$ cat src/design/tled_pkg.sv
// Shared types and request codes for the two-level event dispatcher.
package tled_pkg;

    localparam int PORT_W = 10;
    localparam int IRQ_W  = 8;
    localparam int REQ_W  = 3;

    localparam logic [REQ_W-1:0] REQ_RAISE    = 3'd0;
    localparam logic [REQ_W-1:0] REQ_MASK     = 3'd1;
    localparam logic [REQ_W-1:0] REQ_UNMASK   = 3'd2;
    localparam logic [REQ_W-1:0] REQ_ACK      = 3'd3;
    localparam logic [REQ_W-1:0] REQ_BIND     = 3'd4;
    localparam logic [REQ_W-1:0] REQ_UNBIND   = 3'd5;
    localparam logic [REQ_W-1:0] REQ_DISPATCH = 3'd6;

    typedef struct packed {
        logic             bound;
        logic [IRQ_W-1:0] irq;
    } map_entry_t;

endpackage

$ cat src/design/tled_grp_mem.sv
// Per-group pending and mask bitmap memory with row valid bits for reset values.
module tled_grp_mem
    import tled_pkg::*;
#(
    parameter int WORD_BITS  = 32,
    parameter int NUM_GROUPS = 32,
    parameter int GA_W       = (NUM_GROUPS > 1) ? $clog2(NUM_GROUPS) : 1
)
(
    input  logic                 clk,
    input  logic                 rst_n,
    input  logic                 rd_en,
    input  logic [GA_W-1:0]      rd_addr,
    output logic [WORD_BITS-1:0] rd_pend,
    output logic [WORD_BITS-1:0] rd_mask,
    input  logic                 wr_en,
    input  logic [GA_W-1:0]      wr_addr,
    input  logic [WORD_BITS-1:0] wr_pend,
    input  logic [WORD_BITS-1:0] wr_mask
);

    logic [2*WORD_BITS-1:0] mem [NUM_GROUPS];
    logic [2*WORD_BITS-1:0] rd_data_reg;
    logic [NUM_GROUPS-1:0]  row_valid_reg;
    logic                   rd_valid_reg;

    // Write and read the storage array
    always_ff @(posedge clk)
    begin
        if (wr_en)
        begin
            mem[wr_addr] <= {wr_pend, wr_mask};
        end
        if (rd_en)
        begin
            rd_data_reg <= mem[rd_addr];
        end
    end

    // Track rows written since reset
    always_ff @(posedge clk or negedge rst_n)
    begin
        if (!rst_n)
        begin
            row_valid_reg <= '0;
            rd_valid_reg  <= 1'b0;
        end
        else
        begin
            if (wr_en)
            begin
                row_valid_reg[wr_addr] <= 1'b1;
            end
            if (rd_en)
            begin
                rd_valid_reg <= row_valid_reg[rd_addr];
            end
        end
    end

    // Unwritten rows read as nothing pending, all masked
    assign rd_pend = rd_valid_reg ? rd_data_reg[2*WORD_BITS-1:WORD_BITS] : '0;
    assign rd_mask = rd_valid_reg ? rd_data_reg[WORD_BITS-1:0] : '1;

endmodule

$ cat config.mk
export PLATFORM = sky130hd
export DESIGN_NAME = tled_grp_mem
export DESIGN_NICKNAME = d
export VERILOG_FILES = /design/src/design/tled_pkg.sv /design/src/design/tled_grp_mem.sv
export SDC_FILE = /design/constraint.sdc
export NUM_CORES = 2
export LEC_CHECK = 0
export ABC_AREA = 1
export BUFFER_PORTS_ARGS = -buffer_cell sky130_fd_sc_hd__buf_2
export CELL_PAD_IN_SITES_DETAIL_PLACEMENT = 1
export CELL_PAD_IN_SITES_GLOBAL_PLACEMENT = 1
export CORE_MARGIN = 2
export CORE_UTILIZATION = 47
export DETAILED_ROUTE_END_ITERATION = 16
export GPL_TIMING_DRIVEN = 0
export PLACE_DENSITY_LB_ADDON = 0.1
export SETUP_SLACK_MARGIN = 0.2
export SYNTH_ARGS = -nofsm -noshare
export SYNTH_HDL_FRONTEND = slang
export SYNTH_SLANG_ARGS = --single-unit
$ cat constraint.sdc
create_clock -name clk -period 1.5 [get_ports clk]
set_clock_uncertainty 0.2 [all_clocks]
set_input_delay 0.375 -clock clk [delete_from_list [all_inputs] [get_ports clk]]
set_output_delay 0.375 -clock clk [all_outputs]
set_load 0.05 [all_outputs]
==> results.md <==
- Status: finished, violations left
- Failing checks: negative hold slack, max-capacitance violations, max-slew violations, negative setup slack
- Antenna violations before repair: 35
- 1st-iter DRT viols: slightly below 10000
- Post-synthesis sequential area ratio: 0.757
- Top cells by area, synth: edfxtp_1 75%, nand2_1 6.0%, nand3_1 5.7%
- Layout Nets: roughly 7700
- Rows: 155
- CTS max path bufs: 3
- Fin crit share: 1.90
- Vias per cell: between 6 and 7
- Port bufs: 136
- I/O pin total: about 140
- Synthesis warning total: 0
- Reg clk slew, reported paths: 0.06 ns
- RD Place Congestion: 0.867
- Slew @ Worst Pin: 1.52 ns
- # DRC: 0
- Post-Syn Area: 84900 um2
- Slew headroom: -0.0164
- Final wirelength: 385000 um
- Post-DP HPWL: 234000 um
- Vias in the first global route: 63900
- Drt wl/cell: 38.0 um
- Unrepaired setup endpoints after global routing: yes
- Grt ovf: 0
- Worst Hold Slack: -0.170 ns
- WP data arrival: 2.27 ns
- CP cell instances: clkbuf_16 > buf_16 > clkbuf_16 > nand2_8 > inv_4 > buf_8
- Tot Pwr: between 100 and 150 mW
- Setup violations, final: ~130
- Max Clk Rate: 352 MHz
- Die Wd: 429 um
- GRT Total Usage: 0.383
- Final-report hold violation count: 131
- Final Util: 0.619
- H-tree depth: 4
- Crit path kind: register to primary output
- Most frequent CP cell: clkbuf_16
- Slew Limit Fails: 11
- Root buffer cell: clkbuf_16
- Post-route setup slack: -1.34 ns
- Top-area cell type share of the netlist area: 0.747
- Post-layout min period: 2.84 ns
- Req. time, crit path: 0.92 ns
- Worst-path fanout max: 6
- Vias: roughly 66000
- Worst path max stage delay: 0.38 ns
- Post-route ant nets: 0
- Synthesized Nets: 6771
- Worst vdd ir: between 1000 and 1500 uV
- Area growth, synth to finish: 30.5%
- FF-to-FF path depth: 6
- Post-Syn Instances: around 6700
- CTS tree: done
- Worst setup EP type: primary output
- Num CTS Buffers: 218
- WHS Path Cells: 1
- Slowest cell on crit path: dfrtp_1
- Worst R2R Setup Slack: -0.41 ns
- Worst Setup Start Kind: register
- First-pass GRT wire length: 490000 um
- Synth cell types: 21
- Non-Filler Instances: 10100
- Max reg flops: 2048
- Initial Util: 0.474
- Pin count of the biggest net entering global routing: 43
- Placed Cells incl. Taps: roughly 9300
- Die area: 184000 um2
- Leakage Power: 39.5 nW
- Core ar.: 179000 um2
- Synthesis-stage register bit count: about 2100
- Pwr dens: 1250 nW/um2
- Worst skew pair latency: 0.90 ns
- Hold buffer count at CTS: 63
- Max_cap viols: 1
- Area leader, netlist: edfxtp_1
- Router iterations before antenna repair: 7
- Hold crit path type: input port to register
- Syn_area_per_cell: 12.7 um2
- Share of layout cells above drive strength 1: 0.291
- Die Y: 429 um
- CTS sink cnt: 2145
-- Yosys cell counts (all sizes together) --
cell,n
a21oi,174
buf,269
clkbuf,185
clkinv,2
dfrtp,33
edfxtp,2112
inv,148
nand2,1353
nand3,971
nor2,561
o21ai,595
o22ai,245
o31ai,13
or2,32
-- power by group --
part           internal, mW  switching (mW)  total, mW
Combinational          4.58            10.4       15.0
Sequential             66.9           0.397       67.3
Clock                  31.7            24.3       56.1
-- layout by cell type, fill, tap and decap left out, types with 94 or more instances in the layout --
cell type  netlist  routed
nand2_1       1353    1197
o22ai_1        245     196
buf_4           44     314
nand3_1        971     574
nor2_1         561     417
nand2_2          0      94
nand3_2          0     323
clkbuf_16        0     267
inv_1          147     120
edfxtp_1      2112    2112
buf_6           30     121
nor2_4           0     108
o21ai_1         60     179
clkbuf_2         9      99
a21oi_1        174     116
buf_2          174     110
buf_12           0     160
o21ai_0        535     388
-- path summary, 6_finish.rpt --
path / from / to
max: rd_valid_reg$_DFFE_PN0P_ / rd_pend[22]
min: rd_en / rd_data_reg[47]$_DFFE_PP_
max reg2reg: mem[10][20]$_DFFE_PP_ / rd_data_reg[20]$_DFFE_PP_
min reg2reg: row_valid_reg[2]$_DFFE_PN0P_ / row_valid_reg[2]$_DFFE_PN0P_
max in group asynchronous: rst_n / row_valid_reg[6]$_DFFE_PN0P_
min in group asynchronous: rst_n / row_valid_reg[21]$_DFFE_PN0P_
-- area by class of cell --
cell class | instances | area (um2)
multi-input combinational | 3944 | 22800
clock inverter | 140 | 1360
antenna | 14 | 35.0
buffer | 454 | 4090
timing repair buffer | 667 | 8900
sequential | 2145 | 64200
inverter | 150 | 601
tap | 2355 | 2950
fill | 16900 | 68200
clock buffer | 262 | 5750
-- logic make-up (layout without fill, tap and decap cells) --
kind of cell | after synthesis | in the layout | synth area share
AOI/OAI and AO/OA | 1027 | 1027 | 0.0646
and+or+nand+nor | 2917 | 2917 | 0.144
buffers and inverters | 604 | 1673 | 0.0340
DFF | 2145 | 2145 | 0.757
other | 0 | 14 | 0
-- metal layers --
metal / vias up / global-route usage / part of all wire
li1: 26000 / - / -
met1: 33600 / 0.481 / 0.34
met2: 4904 / 0.607 / 0.45
met3: 1431 / 0.0767 / 0.12
met4: 10 / 0.247 / 0.089
met5: - / 0 / 0.00021
-- what timing repair did --
item | 4_1_cts | 5_1_grt
resized for setup | 1396 | 760
pin swaps | 262 | 396
endpoints found under the setup margin | 1878 | 1849
hold endpoints to repair | 2276 | 128
gates cloned | 15 | 38
setup buffers | 37 | 266
-- per-stage QoR --
| step | worst slack (ns) | setup TNS, ns | area (um2) |
|---|---|---|---|
| 6_report | -1.34 | -91.63 | 111000 |
| 5_1_grt | -1.34 | -92.32 | 111000 |
| 4_1_cts | -1.33 | -217.29 | 104000 |
| 3_5_place_dp | -2.89 | -2153.41 | 91200 |
| 3_3_place_gp | -3.49 | -6107.20 | 88900 |
| 2_1_floorplan | -0.824 | -1690.69 | 85300 |
-- critical path: cells and delay by family (launching register included) --
kind,cells,cell delay (ns)
buf+inv,5,0.89
flops,1,0.38
simple gates,1,0.09
Note: power is estimated with default switching activity, not from simulation.
